$ cat config.mk
export PLATFORM = sky130hd
export DESIGN_NAME = classification_score_histogram_unit
export DESIGN_NICKNAME = d
export VERILOG_FILES = /design/src/hw/rtl/csh_pkg.sv /design/src/hw/rtl/csh_div.sv /design/src/hw/rtl/classification_score_histogram_unit.sv
export SDC_FILE = /design/constraint.sdc
export NUM_CORES = 2
export LEC_CHECK = 0
export ABC_AREA = 1
export BUFFER_PORTS_ARGS = -buffer_cell sky130_fd_sc_hd__buf_2
export CAP_MARGIN = 20
export CORE_MARGIN = 8
export CORE_UTILIZATION = 40
export DETAILED_ROUTE_END_ITERATION = 8
export PLACE_DENSITY = 0.63
export SLEW_MARGIN = 25
export SYNTH_ARGS = -nofsm -noshare
export SYNTH_HDL_FRONTEND = slang
export SYNTH_SLANG_ARGS = --single-unit
$ cat constraint.sdc
create_clock -name i_clk -period 17.8 [get_ports i_clk]
set_clock_uncertainty 0.1 [all_clocks]
set_input_delay 1.78 -clock i_clk [delete_from_list [all_inputs] [get_ports i_clk]]
set_output_delay 1.78 -clock i_clk [all_outputs]
set_load 0.01 [all_outputs]
$ cat src/hw/rtl/csh_pkg.sv
`default_nettype none

package csh_pkg;

    // field widths
    localparam int TAXON_W  = 32;
    localparam int COUNT_W  = 16;
    localparam int LEN_W    = 16;
    localparam int SEL_W    = 6;
    localparam int CMD_W    = 3;
    localparam int HIST_W   = 32;
    localparam int RCNT_W   = 32;
    localparam int SUM_W    = 48;
    localparam int AVG_W    = 24;
    localparam int FRAC_W   = 8;
    localparam int ADDED_W  = 7;

    // divider widths: Q.8 length sum over the read count
    localparam int DIV_W    = SUM_W + FRAC_W;
    localparam int DVS_W    = RCNT_W;
    localparam int STEP_W   = $clog2(DIV_W);

    // packed stream widths
    localparam int IN_DATA_W  = 88;
    localparam int IN_USER_W  = CMD_W;
    localparam int OUT_DATA_W = 160;

    localparam int BIN_COUNT_DEF = 10;

    typedef enum logic [CMD_W-1:0] {
        CMD_READ_START = 3'd0,
        CMD_HIT        = 3'd1,
        CMD_SEPARATOR  = 3'd2,
        CMD_END_READ   = 3'd3,
        CMD_READ_OUT   = 3'd4
    } t_cmd;

    typedef struct packed {
        logic             start;
        logic [DIV_W-1:0] dividend;
        logic [DVS_W-1:0] divisor;
    } t_div_req;

    typedef struct packed {
        logic             busy;
        logic             done;
        logic [DIV_W-1:0] quotient;
    } t_div_rsp;

endpackage

`default_nettype wire

$ cat src/hw/rtl/csh_div.sv
`default_nettype none

// restoring divider, one quotient bit a cycle
module csh_div (
    input  wire logic              i_clk,
    input  wire logic              i_rst_n,
    input  wire csh_pkg::t_div_req i_req,
    output csh_pkg::t_div_rsp      o_rsp
);
    import csh_pkg::*;

    logic              r_busy;
    logic              r_done;
    logic [STEP_W-1:0] r_step;
    logic [DVS_W-1:0]  r_rem;
    logic [DVS_W-1:0]  r_dvs;
    logic [DIV_W-1:0]  r_quo;

    logic [DVS_W:0]    w_trial;
    logic              w_fits;
    logic [DVS_W:0]    w_diff;

    always_comb begin
        w_trial = {r_rem, r_quo[DIV_W-1]};
        w_fits  = w_trial >= {1'b0, r_dvs};
        w_diff  = w_trial - {1'b0, r_dvs};
    end

    always_ff @(posedge i_clk) begin
        if (!i_rst_n) begin
            r_busy <= 1'b0;
            r_done <= 1'b0;
            r_step <= '0;
        end else begin
            r_done <= 1'b0;
            if (i_req.start && !r_busy) begin
                r_busy <= 1'b1;
                r_step <= STEP_W'(DIV_W - 1);
                r_rem  <= '0;
                r_dvs  <= i_req.divisor;
                r_quo  <= i_req.dividend;
            end else if (r_busy) begin
                r_rem <= w_fits ? w_diff[DVS_W-1:0] : w_trial[DVS_W-1:0];
                r_quo <= {r_quo[DIV_W-2:0], w_fits};
                if (r_step == '0) begin
                    r_busy <= 1'b0;
                    r_done <= 1'b1;
                end else begin
                    r_step <= r_step - 1'b1;
                end
            end
        end
    end

    assign o_rsp = '{busy: r_busy, done: r_done, quotient: r_quo};

endmodule

`default_nettype wire

$ cat src/hw/rtl/classification_score_histogram_unit.sv
`default_nettype none

// channel   direction  handshake                        payload
// s_axis    in         i_s_axis_tvalid/o_s_axis_tready  tdata: taxon, hit count, lengths, bin
//                                                       tuser: command
// m_axis    out        o_m_axis_tvalid/i_m_axis_tready  tdata: bin counts, total, averages,
//                                                       added bins
// cfg       in         i_cfg_valid/o_cfg_ready          target taxon
//
// hit token, separator, unknown command and an unselected read start go straight to the finishing step
// a read out adds one registered histogram read
// a selected read start runs two 56-step divisions for the averages
// an end of read runs at most one division and one read-modify-write per mate
// the shared restoring divider does all the divisions; one item is in work at a time
// reset (synchronous, active low) clears all sums, counts and histogram valid bits at once
// a stalled result sits in the output register; the next item is taken meanwhile but its
// result waits until the register is free

module classification_score_histogram_unit #(
    parameter int BIN_COUNT = csh_pkg::BIN_COUNT_DEF
) (
    input  wire logic                           i_clk,
    input  wire logic                           i_rst_n,
    // configuration
    input  wire logic                           i_cfg_valid,
    output logic                                o_cfg_ready,
    input  wire logic [csh_pkg::TAXON_W-1:0]    i_cfg_data,
    // input items
    input  wire logic                           i_s_axis_tvalid,
    output logic                                o_s_axis_tready,
    // taxon_id[31:0], hit_count[47:32], forward_length[63:48], reverse_length[79:64],
    // bin_select[85:80], zero fill [87:86]
    input  wire logic [csh_pkg::IN_DATA_W-1:0]  i_s_axis_tdata,
    // command[2:0]
    input  wire logic [csh_pkg::IN_USER_W-1:0]  i_s_axis_tuser,
    // result items
    output logic                                o_m_axis_tvalid,
    input  wire logic                           i_m_axis_tready,
    // forward_bin_count[31:0], reverse_bin_count[63:32], read_total[95:64],
    // forward_average[119:96], reverse_average[143:120], forward_bin_added[150:144],
    // reverse_bin_added[157:151], zero fill [159:158]
    output logic [csh_pkg::OUT_DATA_W-1:0]      o_m_axis_tdata
);
    import csh_pkg::*;

    localparam int AW    = $clog2(BIN_COUNT);
    localparam int MUL_W = ADDED_W + COUNT_W;

    typedef enum logic [3:0] {
        S_IDLE,
        S_EXEC,
        S_FA_DIV,
        S_RA_DIV,
        S_FB_DIV,
        S_FB_RD,
        S_FB_WR,
        S_RB_DIV,
        S_RB_RD,
        S_RB_WR,
        S_RO_RD,
        S_FINISH
    } t_state;

    t_state r_state;

    // latched item
    t_cmd               r_cmd;
    logic [TAXON_W-1:0] r_taxon;
    logic [COUNT_W-1:0] r_hit;
    logic [LEN_W-1:0]   r_flen;
    logic [LEN_W-1:0]   r_rlen;
    logic [SEL_W-1:0]   r_bin_sel;

    // summary state
    logic [TAXON_W-1:0] r_target;
    logic [RCNT_W-1:0]  r_read_cnt;
    logic [SUM_W-1:0]   r_fsum;
    logic [SUM_W-1:0]   r_rsum;
    logic [COUNT_W-1:0] r_fmat;
    logic [COUNT_W-1:0] r_ftot;
    logic [COUNT_W-1:0] r_rmat;
    logic [COUNT_W-1:0] r_rtot;
    logic               r_in_rev;
    logic               r_read_sel;
    // averages kept up to date after every selected read start
    logic [AVG_W-1:0]   r_favg;
    logic [AVG_W-1:0]   r_ravg;

    // per-item working registers
    logic [ADDED_W-1:0] r_fadded;
    logic [ADDED_W-1:0] r_radded;
    logic               r_ro_hit;
    logic [AW-1:0]      r_addr;

    // histograms: one address a cycle, registered read, valid bit per entry
    logic [HIST_W-1:0]    r_f_mem [BIN_COUNT];
    logic [HIST_W-1:0]    r_r_mem [BIN_COUNT];
    logic [BIN_COUNT-1:0] r_f_vld;
    logic [BIN_COUNT-1:0] r_r_vld;
    logic [HIST_W-1:0]    r_f_rd;
    logic [HIST_W-1:0]    r_r_rd;

    // result register
    logic               r_m_valid;
    logic [HIST_W-1:0]  r_o_fcnt;
    logic [HIST_W-1:0]  r_o_rcnt;
    logic [RCNT_W-1:0]  r_o_total;
    logic [AVG_W-1:0]   r_o_favg;
    logic [AVG_W-1:0]   r_o_ravg;
    logic [ADDED_W-1:0] r_o_fadded;
    logic [ADDED_W-1:0] r_o_radded;

    // shared divider
    t_div_req r_div_req;
    t_div_rsp w_div_rsp;

    csh_div u_div (
        .i_clk   (i_clk),
        .i_rst_n (i_rst_n),
        .i_req   (r_div_req),
        .o_rsp   (w_div_rsp)
    );

    logic               w_accept;
    logic               w_out_free;
    logic               w_taxon_hit;
    logic [RCNT_W-1:0]  n_read_cnt;
    logic [SUM_W:0]     w_fsum_add;
    logic [SUM_W:0]     w_rsum_add;
    logic [SUM_W-1:0]   n_fsum;
    logic [SUM_W-1:0]   n_rsum;
    logic [COUNT_W:0]   w_tot_add;
    logic [COUNT_W:0]   w_mat_add;
    logic [COUNT_W-1:0] n_tot;
    logic [COUNT_W-1:0] n_mat;
    logic [MUL_W-1:0]   w_fprod;
    logic [MUL_W-1:0]   w_rprod;
    logic [AVG_W-1:0]   w_avg;
    logic [ADDED_W-1:0] w_bin;
    logic               w_sel_ok;
    logic               w_f_we;
    logic               w_r_we;
    logic [HIST_W-1:0]  n_f_hist;
    logic [HIST_W-1:0]  n_r_hist;

    always_comb begin
        w_accept    = i_s_axis_tvalid && o_s_axis_tready;
        w_out_free  = !r_m_valid || i_m_axis_tready;
        w_taxon_hit = r_taxon == r_target;

        n_read_cnt = (r_read_cnt == '1) ? r_read_cnt : r_read_cnt + 1'b1;
        w_fsum_add = {1'b0, r_fsum} + (SUM_W + 1)'(r_flen);
        w_rsum_add = {1'b0, r_rsum} + (SUM_W + 1)'(r_rlen);
        n_fsum     = w_fsum_add[SUM_W] ? '1 : w_fsum_add[SUM_W-1:0];
        n_rsum     = w_rsum_add[SUM_W] ? '1 : w_rsum_add[SUM_W-1:0];

        // the current mate's total and matches
        w_tot_add = {1'b0, (r_in_rev ? r_rtot : r_ftot)} + {1'b0, r_hit};
        w_mat_add = {1'b0, (r_in_rev ? r_rmat : r_fmat)} + {1'b0, r_hit};
        n_tot     = w_tot_add[COUNT_W] ? '1 : w_tot_add[COUNT_W-1:0];
        n_mat     = w_mat_add[COUNT_W] ? '1 : w_mat_add[COUNT_W-1:0];

        w_fprod = MUL_W'(ADDED_W'(BIN_COUNT)) * MUL_W'(r_fmat);
        w_rprod = MUL_W'(ADDED_W'(BIN_COUNT)) * MUL_W'(r_rmat);

        // clamps on the divider's quotient
        w_avg = (w_div_rsp.quotient[DIV_W-1:AVG_W] != '0) ? '1
                                                            : w_div_rsp.quotient[AVG_W-1:0];
        w_bin = (w_div_rsp.quotient >= DIV_W'(BIN_COUNT)) ? ADDED_W'(BIN_COUNT - 1)
                                                          : w_div_rsp.quotient[ADDED_W-1:0];

        w_sel_ok = {1'b0, r_bin_sel} < ADDED_W'(BIN_COUNT);

        w_f_we   = r_state == S_FB_WR;
        w_r_we   = r_state == S_RB_WR;
        n_f_hist = (r_f_rd == '1) ? r_f_rd : r_f_rd + 1'b1;
        n_r_hist = (r_r_rd == '1) ? r_r_rd : r_r_rd + 1'b1;
    end

    // histogram storage
    always_ff @(posedge i_clk) begin
        if (!i_rst_n) begin
            r_f_vld <= '0;
            r_r_vld <= '0;
        end else begin
            if (w_f_we) begin
                r_f_vld[r_addr] <= 1'b1;
            end
            if (w_r_we) begin
                r_r_vld[r_addr] <= 1'b1;
            end
        end
    end

    always_ff @(posedge i_clk) begin
        if (w_f_we) begin
            r_f_mem[r_addr] <= n_f_hist;
        end
        if (w_r_we) begin
            r_r_mem[r_addr] <= n_r_hist;
        end
        r_f_rd <= r_f_vld[r_addr] ? r_f_mem[r_addr] : '0;
        r_r_rd <= r_r_vld[r_addr] ? r_r_mem[r_addr] : '0;
    end

    // sequencer
    always_ff @(posedge i_clk) begin
        if (!i_rst_n) begin
            r_state         <= S_IDLE;
            r_m_valid       <= 1'b0;
            r_target        <= '0;
            r_read_cnt      <= '0;
            r_fsum          <= '0;
            r_rsum          <= '0;
            r_fmat          <= '0;
            r_ftot          <= '0;
            r_rmat          <= '0;
            r_rtot          <= '0;
            r_in_rev        <= 1'b0;
            r_read_sel      <= 1'b0;
            r_favg          <= '0;
            r_ravg          <= '0;
            r_div_req.start <= 1'b0;
        end else begin
            r_div_req.start <= 1'b0;

            if (i_cfg_valid) begin
                r_target <= i_cfg_data;
            end

            if (r_m_valid && i_m_axis_tready) begin
                r_m_valid <= 1'b0;
            end

            unique case (r_state)
                S_IDLE: begin
                    if (w_accept) begin
                        r_cmd     <= t_cmd'(i_s_axis_tuser);
                        r_taxon   <= i_s_axis_tdata[31:0];
                        r_hit     <= i_s_axis_tdata[47:32];
                        r_flen    <= i_s_axis_tdata[63:48];
                        r_rlen    <= i_s_axis_tdata[79:64];
                        r_bin_sel <= i_s_axis_tdata[85:80];
                        r_state   <= S_EXEC;
                    end
                end

                S_EXEC: begin
                    r_fadded <= ADDED_W'(BIN_COUNT);
                    r_radded <= ADDED_W'(BIN_COUNT);
                    r_ro_hit <= 1'b0;
                    r_state  <= S_FINISH;
                    unique case (r_cmd)
                        CMD_READ_START: begin
                            r_fmat     <= '0;
                            r_ftot     <= '0;
                            r_rmat     <= '0;
                            r_rtot     <= '0;
                            r_in_rev   <= 1'b0;
                            r_read_sel <= w_taxon_hit;
                            if (w_taxon_hit) begin
                                r_read_cnt         <= n_read_cnt;
                                r_fsum             <= n_fsum;
                                r_rsum             <= n_rsum;
                                r_div_req.start    <= 1'b1;
                                r_div_req.dividend <= {n_fsum, FRAC_W'(0)};
                                r_div_req.divisor  <= n_read_cnt;
                                r_state            <= S_FA_DIV;
                            end
                        end
                        CMD_HIT: begin
                            if (r_in_rev) begin
                                r_rtot <= n_tot;
                                if (w_taxon_hit) begin
                                    r_rmat <= n_mat;
                                end
                            end else begin
                                r_ftot <= n_tot;
                                if (w_taxon_hit) begin
                                    r_fmat <= n_mat;
                                end
                            end
                        end
                        CMD_SEPARATOR: begin
                            r_in_rev <= 1'b1;
                        end
                        CMD_END_READ: begin
                            // zero-total mates and unselected reads are not binned
                            if (r_read_sel && r_ftot != '0) begin
                                r_div_req.start    <= 1'b1;
                                r_div_req.dividend <= DIV_W'(w_fprod);
                                r_div_req.divisor  <= DVS_W'(r_ftot);
                                r_state            <= S_FB_DIV;
                            end else if (r_read_sel && r_rtot != '0) begin
                                r_div_req.start    <= 1'b1;
                                r_div_req.dividend <= DIV_W'(w_rprod);
                                r_div_req.divisor  <= DVS_W'(r_rtot);
                                r_state            <= S_RB_DIV;
                            end
                        end
                        CMD_READ_OUT: begin
                            r_ro_hit <= w_sel_ok;
                            r_addr   <= r_bin_sel[AW-1:0];
                            r_state  <= S_RO_RD;
                        end
                        default: begin
                        end
                    endcase
                end

                S_FA_DIV: begin
                    if (w_div_rsp.done) begin
                        r_favg             <= w_avg;
                        r_div_req.start    <= 1'b1;
                        r_div_req.dividend <= {r_rsum, FRAC_W'(0)};
                        r_div_req.divisor  <= r_read_cnt;
                        r_state            <= S_RA_DIV;
                    end
                end

                S_RA_DIV: begin
                    if (w_div_rsp.done) begin
                        r_ravg  <= w_avg;
                        r_state <= S_FINISH;
                    end
                end

                S_FB_DIV: begin
                    if (w_div_rsp.done) begin
                        r_fadded <= w_bin;
                        r_addr   <= w_bin[AW-1:0];
                        r_state  <= S_FB_RD;
                    end
                end

                S_FB_RD: begin
                    r_state <= S_FB_WR;
                end

                S_FB_WR: begin
                    if (r_rtot != '0) begin
                        r_div_req.start    <= 1'b1;
                        r_div_req.dividend <= DIV_W'(w_rprod);
                        r_div_req.divisor  <= DVS_W'(r_rtot);
                        r_state            <= S_RB_DIV;
                    end else begin
                        r_state <= S_FINISH;
                    end
                end

                S_RB_DIV: begin
                    if (w_div_rsp.done) begin
                        r_radded <= w_bin;
                        r_addr   <= w_bin[AW-1:0];
                        r_state  <= S_RB_RD;
                    end
                end

                S_RB_RD: begin
                    r_state <= S_RB_WR;
                end

                S_RB_WR: begin
                    r_state <= S_FINISH;
                end

                S_RO_RD: begin
                    r_state <= S_FINISH;
                end

                S_FINISH: begin
                    if (w_out_free) begin
                        r_m_valid  <= 1'b1;
                        r_o_fcnt   <= (r_cmd == CMD_READ_OUT && r_ro_hit) ? r_f_rd : '0;
                        r_o_rcnt   <= (r_cmd == CMD_READ_OUT && r_ro_hit) ? r_r_rd : '0;
                        r_o_total  <= r_read_cnt;
                        r_o_favg   <= r_favg;
                        r_o_ravg   <= r_ravg;
                        r_o_fadded <= r_fadded;
                        r_o_radded <= r_radded;
                        if (r_cmd == CMD_END_READ) begin
                            r_fmat     <= '0;
                            r_ftot     <= '0;
                            r_rmat     <= '0;
                            r_rtot     <= '0;
                            r_in_rev   <= 1'b0;
                            r_read_sel <= 1'b0;
                        end
                        r_state <= S_IDLE;
                    end
                end

                default: begin
                    r_state <= S_IDLE;
                end
            endcase
        end
    end

    assign o_cfg_ready     = 1'b1;
    assign o_s_axis_tready = r_state == S_IDLE;
    assign o_m_axis_tvalid = r_m_valid;
    assign o_m_axis_tdata  = {2'b00, r_o_radded, r_o_fadded, r_o_ravg, r_o_favg,
                              r_o_total, r_o_rcnt, r_o_fcnt};

    // an item is only taken while the divider is free
    a_accept_div_idle: assert property (@(posedge i_clk) disable iff (!i_rst_n)
        w_accept |-> !w_div_rsp.busy)
        else $error("item accepted while divider busy");

    // a result only appears out of the finishing step
    a_result_from_finish: assert property (@(posedge i_clk) disable iff (!i_rst_n)
        $rose(r_m_valid) |-> $past(r_state == S_FINISH))
        else $error("result raised outside finishing step");

    // the read counter never goes back
    a_read_cnt_mono: assert property (@(posedge i_clk) disable iff (!i_rst_n)
        $past(i_rst_n) |-> r_read_cnt >= $past(r_read_cnt))
        else $error("read counter decreased");

    // an added bin is a real bin or the none code
    a_added_range: assert property (@(posedge i_clk) disable iff (!i_rst_n)
        r_m_valid |-> (r_o_fadded <= ADDED_W'(BIN_COUNT)) && (r_o_radded <= ADDED_W'(BIN_COUNT)))
        else $error("added bin out of range");

endmodule

`default_nettype wire
### Word level (Yosys, flattened, before mapping)

Memory sizes are Yosys's and may differ from the RTL's. A register that Yosys moved wholly into a read port is not among the register bits.
Cells that the tools add are included.

| word-level totals | value |
|---|---|
| output and inout bits | 163 |
| input bits | 128 |
| bits in registers | 782 |
| bits in writable memories | 640 |
| memories kept | 2 |
| word-level logic and storage cells | 235 |

Memory list:

| name | depth | width | rd ports | clocked after Yosys merged registers in | write ports | RTL line | RTL |
|---|---|---|---|---|---|---|---|
| r_f_mem | 10 | 32 | 1 | 1 | 1 | classification_score_histogram_unit.sv:96 | `logic [HIST_W-1:0] r_f_mem [BIN_COUNT];` |
| r_r_mem | 10 | 32 | 1 | 1 | 1 | classification_score_histogram_unit.sv:97 | `logic [HIST_W-1:0] r_r_mem [BIN_COUNT];` |

| cells by class | value |
|---|---|
| add/subtract/negate cells | 9 |
| equal/unequal tests | 39 |
| reduce and logical (&&, ||, !) cells | 49 |
| magnitude comparators | 5 |
| bitwise logic cells | 5 |
| muxes and demuxes | 81 |
| multipliers | 2 |

Operators by type and width:

| kind | count |
|---|---|
| 89-bit two-way mux | 5 |
| 89-bit case mux with 3 select lines | 1 |
| 16-bit case mux with 2 select lines | 8 |
| 89-bit case mux with 2 select lines | 1 |
| 16-bit two-way mux | 11 |
| 32-bit two-way mux | 5 |
| 56-bit two-way mux | 2 |
| 48-bit by 16-bit adder with 49-bit output | 2 |
| 32-bit by 1-bit adder with 32-bit output, second input constant | 3 |
| 32-bit equality test, second input constant | 3 |
| 48-bit two-way mux | 2 |
| 56-bit by 4-bit >= comparator with 1-bit output, second input constant | 1 |
| 4-bit two-way mux | 12 |
| 4-bit case mux with 11 select lines | 1 |
| 3-bit by 16-bit multiplier with 19-bit output, first input constant | 2 |
| 16-bit by 16-bit adder with 17-bit output | 2 |
| 33-bit by 32-bit >= comparator with 1-bit output | 1 |
| 32-bit equality test | 1 |
| 16-bit nonzero test | 2 |
| 32-bit nonzero test | 1 |
| 32-bit subtractor | 1 |
| 7-bit case mux with 2 select lines | 2 |
| 24-bit two-way mux | 1 |
| 10-bit bitwise OR | 2 |
| other kinds (42) | 118 |

### Logic depth before layout (Yosys ltp)

| logic depth | value |
|---|---|
| word-level depth | 7 |
| mapped depth | 17 |
| depth with buffers taken out | 16 |

### Cells and area by module

From an unflattened synthesis, not the netlist that was laid out.

| second synthesis, totals | value |
|---|---|
| cell total of the unflattened synthesis | 7667 |
| area, all modules | 70246.1 µm² |

Modules (own cells, without submodules):

| module | seq. area each (µm²) | cells each | times used | area each (µm²) |
|---|---|---|---|---|
| classification_score_histogram_unit | 37105.6 | 6554 | 1 | 62047.0 |
| csh_div | 3763.6 | 1113 | 1 | 8199.1 |

### Worst setup path after synthesis

No wires, ideal clock.

| path | value |
|---|---|
| path type | input port to flip-flop |
| from | input port i_rst_n |
| to | register r_o_fadded[0] (enable) |
| library setup time | 869 ps |
| data required time | 16831 ps |
| slack | 4114 ps |
| stages on the path | 3 |
| path buffers | 1 |
| arrival time | 12716 ps |
| path through | inv_2 -> clkbuf_1 -> nor3_1 |

| on the way | value |
|---|---|
| cells in the longest elaborated chain, start to end | 1 |

Ends and longest elaborated chain:

| element | RTL line | RTL |
|---|---|---|
| from (decl) | classification_score_histogram_unit.sv:23 | `input wire logic i_rst_n,` |
| 3-bit AND reduction (no source line) | -- |  |
| to (signal assigned) | classification_score_histogram_unit.sv:379 | `r_o_fadded <= r_fadded;` |
| to (decl) | classification_score_histogram_unit.sv:110 | `logic [ADDED_W-1:0] r_o_fadded;` |

Every way passes these cells.
A chain may end at the register's enable or synchronous reset.

### Final worst setup path

| path | value |
|---|---|
| from | register r_addr[0] |
| to | register r_r_rd[6], read port of r_r_mem |

| on the way | value |
|---|---|
| cells in the longest elaborated chain, start to end | 3 |

Ends and longest elaborated chain:

| element | RTL line | RTL |
|---|---|---|
| from (decl) | classification_score_histogram_unit.sv:93 | `logic [AW-1:0] r_addr;` |
| from (signal assigned) | classification_score_histogram_unit.sv:303 | `r_addr <= r_bin_sel[AW-1:0];` |
| from (signal assigned) | classification_score_histogram_unit.sv:331 | `r_addr <= w_bin[AW-1:0];` |
| from (signal assigned) | classification_score_histogram_unit.sv:354 | `r_addr <= w_bin[AW-1:0];` |
| 1-bit binary-select mux with 4-bit select | classification_score_histogram_unit.sv:203 | `r_r_rd <= r_r_vld[r_addr] ? r_r_mem[r_addr] : '0;` |
| 1-bit two-way mux (not written as such) | classification_score_histogram_unit.sv:203 |  |
| 1-bit zero test (no source line) | -- |  |
| to (decl) | classification_score_histogram_unit.sv:101 | `logic [HIST_W-1:0] r_r_rd;` |

Several ways; a longest one is shown, not always the timed one. The select of a mux whose other input is x is not followed.

==> out/metrics.cfg <==
[power]
power.share.clock=0.392
irDropWorstVdd_uv=99.49
leakagePower_uw=0.03004
seqPwrFrac=0.460
power_density_nw_per_um2=107.4
swShare=0.2798
intPower_uw=6121
p_sw_uw=2378
combPwrFrac=0.148

[drt]
first_pass_iters=7
drt-initial-drc-count=4937
via_per_inst=5.279
vias=54050
drc=0
routedWlPerCell_um=20.11
drt_wl_total_um=205900
final_antenna_net_count=0

[timing]
hold_viol=0
finalMaxSlewViolations=0
tightest_slew_ns=1.058
slew_headroom=0.2949
worst_slack_ns=13.79
rsz0062_at_grt=no
fin_crit_ns=4.012
whs_ns=0.2974
timing.fmax_mhz=249.3
setup-violations-final=0
timing.setup.tns_ns=0
min_period_over_period=0.2254

[clocking]
numCtsBuffers=161
post_cts_buffers=0
clkSlewWorstSetupHoldPaths_ns=0.05
cts-resized-gates=0
clk_latency_ns=0.83
cts_hold_buf=0
cts_tree=built
htree_levels=4
cts_buffer_depth=3
clock-sinks=1485
root_buffer=clkbuf_16

[worst_setup_path]
required_ns=18.43
worst_setup_path_start_kind=flop
path_class=flop to flop
crit_path_start=r_addr[0]
worstPathArrival_ns=4.64
worst-path-max-fanout=121
r2r-start=r_addr[0]
cp-end-kind=flop

[finish]
layout_common_cells=nand2_1, edfxtp_1, inv_1, nor2_1, nand3_1
final_common_cell=nand2_1
fillers=16680
seq_area_sq_um=40870
areaGrowthSynthToFinish_pct=13.20
fin_nets=8060
final_layout_size_suffix_gt1_frac=0.09116
multi_input_area_sq_um=24930

[yosys]
ys_types=59
ys_ff_latch=1485
synth_area_sq_um=69940
synthArstFlopShare=0
seq_area_frac_synth=0.5843
synth_top_area_cell=edfxtp_1
synth_cells=7533
synth_edf_count=1113
synthTopCellsByArea=edfxtp_1, dfxtp_1, nand2_1, nand3_1, inv_1
synth-main-ff-cell=edfxtp_1
synth_top_area_frac=0.4779
yosysWarnings=0
post_synth.cell_area_avg_sq_um=9.285

[floorplan]
core_area_sq_um=173800
die_y_um=434.2
pin_count=291
initial_core_util=0.4024
rows=153
die-width_um=434.2
die_area_sq_um=188500

[min_path]
min_from=r_div_req[2]
hold_class=flop to flop

[run]
maxCapViolCount=0

[place]
hpwl_um=138300
io_buffer_count=285
dp_slack_ns=13.04
place.gp.congestion=0.9474

[global_routing]
grt_max_degree=122
overflow=0
grt_pass1_vias=52020
grt.total_usage=0.2119
grt_pass1_wl_um=311100
antenna_found_initial=11

[run_status]
outcome=completed

-- per-stage QoR --
| step | utilization | total power, uW | std cells | cell area [sq um] |
|---|---|---|---|---|
| 2_1_floorplan | - | 4847 | 7540 | 69970 |
| 3_3_place_gp | 0.4245 | 5207 | 9930 | 73790 |
| 3_5_place_dp | 0.4245 | 5225 | 9930 | 73790 |
| 4_1_cts | 0.4554 | 8563 | 10230 | 79150 |
| 5_1_grt | 0.4554 | 8862 | 10230 | 79160 |
| 6_report | 0.4555 | 8500 | 10240 | 79170 |
-- final cells by class --
| cell class | instances | area share |
|---|---|---|
| flip-flops and latches | 1485 | 0.5162 |
| well taps | 2325 | 0.03674 |
| diodes | 4 | 0.0001264 |
| inverters | 826 | 0.03930 |
| clock inverters | 75 | 0.01124 |
| clock buffers | 229 | 0.05643 |
| multi-input cells | 4941 | 0.3148 |
| repair buffers | 353 | 0.02506 |
-- flip-flops by register name, indices dropped and copies added, names as in the netlist, 48 cells and up --
signal	count
r_div_req	88
r_f_mem	320
r_fsum	48
r_r_mem	320
r_rsum	48
u_div.r_quo	56
-- critical path, stage by stage, from the launching register on --
cell      delay [ns]
edfxtp_1        0.54
buf_4           0.56
inv_6           0.32
nor2_4          0.45
buf_12          0.62
a22o_1          0.23
o21ai_0         0.08
nand3_1         0.10
buf_4           0.50
o31ai_1         0.17
inv_1           0.09
-- per-layer routing --
| layer | up-vias | GRT usage | wire [um] |
|---|---|---|---|
| li1 | 26120 | - | - |
| met1 | 25750 | 0.2807 | 88420 |
| met2 | 1831 | 0.3541 | 97880 |
| met3 | 339 | 0.03173 | 12470 |
| met4 | 10 | 0.07615 | 7101 |
| met5 | - | 0 | 65 |
-- path summary, 6_finish.rpt --
kind,to,slack (ns),depth (start not counted)
max,r_r_rd[6],13.79,10
min,u_div.r_dvs[2],0.30,0
max reg2reg,r_r_rd[6],13.79,10
min reg2reg,u_div.r_dvs[2],0.30,0
-- power groups by stage --
stage                     sequential, uW  clock [uW]  combinational [uW]
after global routing                3920        3530                1410
after floorplan                     3940           0                 907
final                               3910        3330                1250
after global placement              3980           0                1230
after detailed placement            3990           0                1240
after CTS                           3910        3400                1250
-- cells by family after synthesis --
group / synth area share
buffers and inverters: 0.06279
XOR/XNOR: 0.01703
AND/OR/NAND/NOR: 0.2052
adder cells (fa/ha/maj): 0.03009
AO/OA/AOI/OAI: 0.1003
multiplexers: 0.0001610
other: 0.0001074
flip-flops: 0.5843
-- synthesized netlist by cell type, types with 3 or more instances --
cell / count
xor2_1: 90
nand3_1: 653
o21ai_1: 8
o21ai_0: 429
clkinv_1: 4
ha_1: 157
a22oi_1: 143
nand3_2: 8
nand3b_1: 22
nand4_1: 67
xnor2_1: 46
a21o_1: 12
o22ai_1: 8
a21boi_0: 5
nor2_1: 790
buf_6: 10
a21oi_2: 18
nor4_1: 25
a22o_1: 4
o31ai_1: 64
nand2_2: 7
and2_1: 8
buf_4: 10
o21a_1: 5
and3_1: 3
buf_2: 68
nand2_1: 1722
dfxtp_1: 372
or2_2: 14
o211ai_1: 3
nor3_1: 77
a21oi_1: 323
edfxtp_1: 1113
a31oi_1: 136
fa_1: 7
clkbuf_1: 190
buf_1: 7
o21bai_1: 38
inv_1: 809
nor2_2: 16
inv_2: 13
No activity file was read; power rests on OpenSTA's default activity.
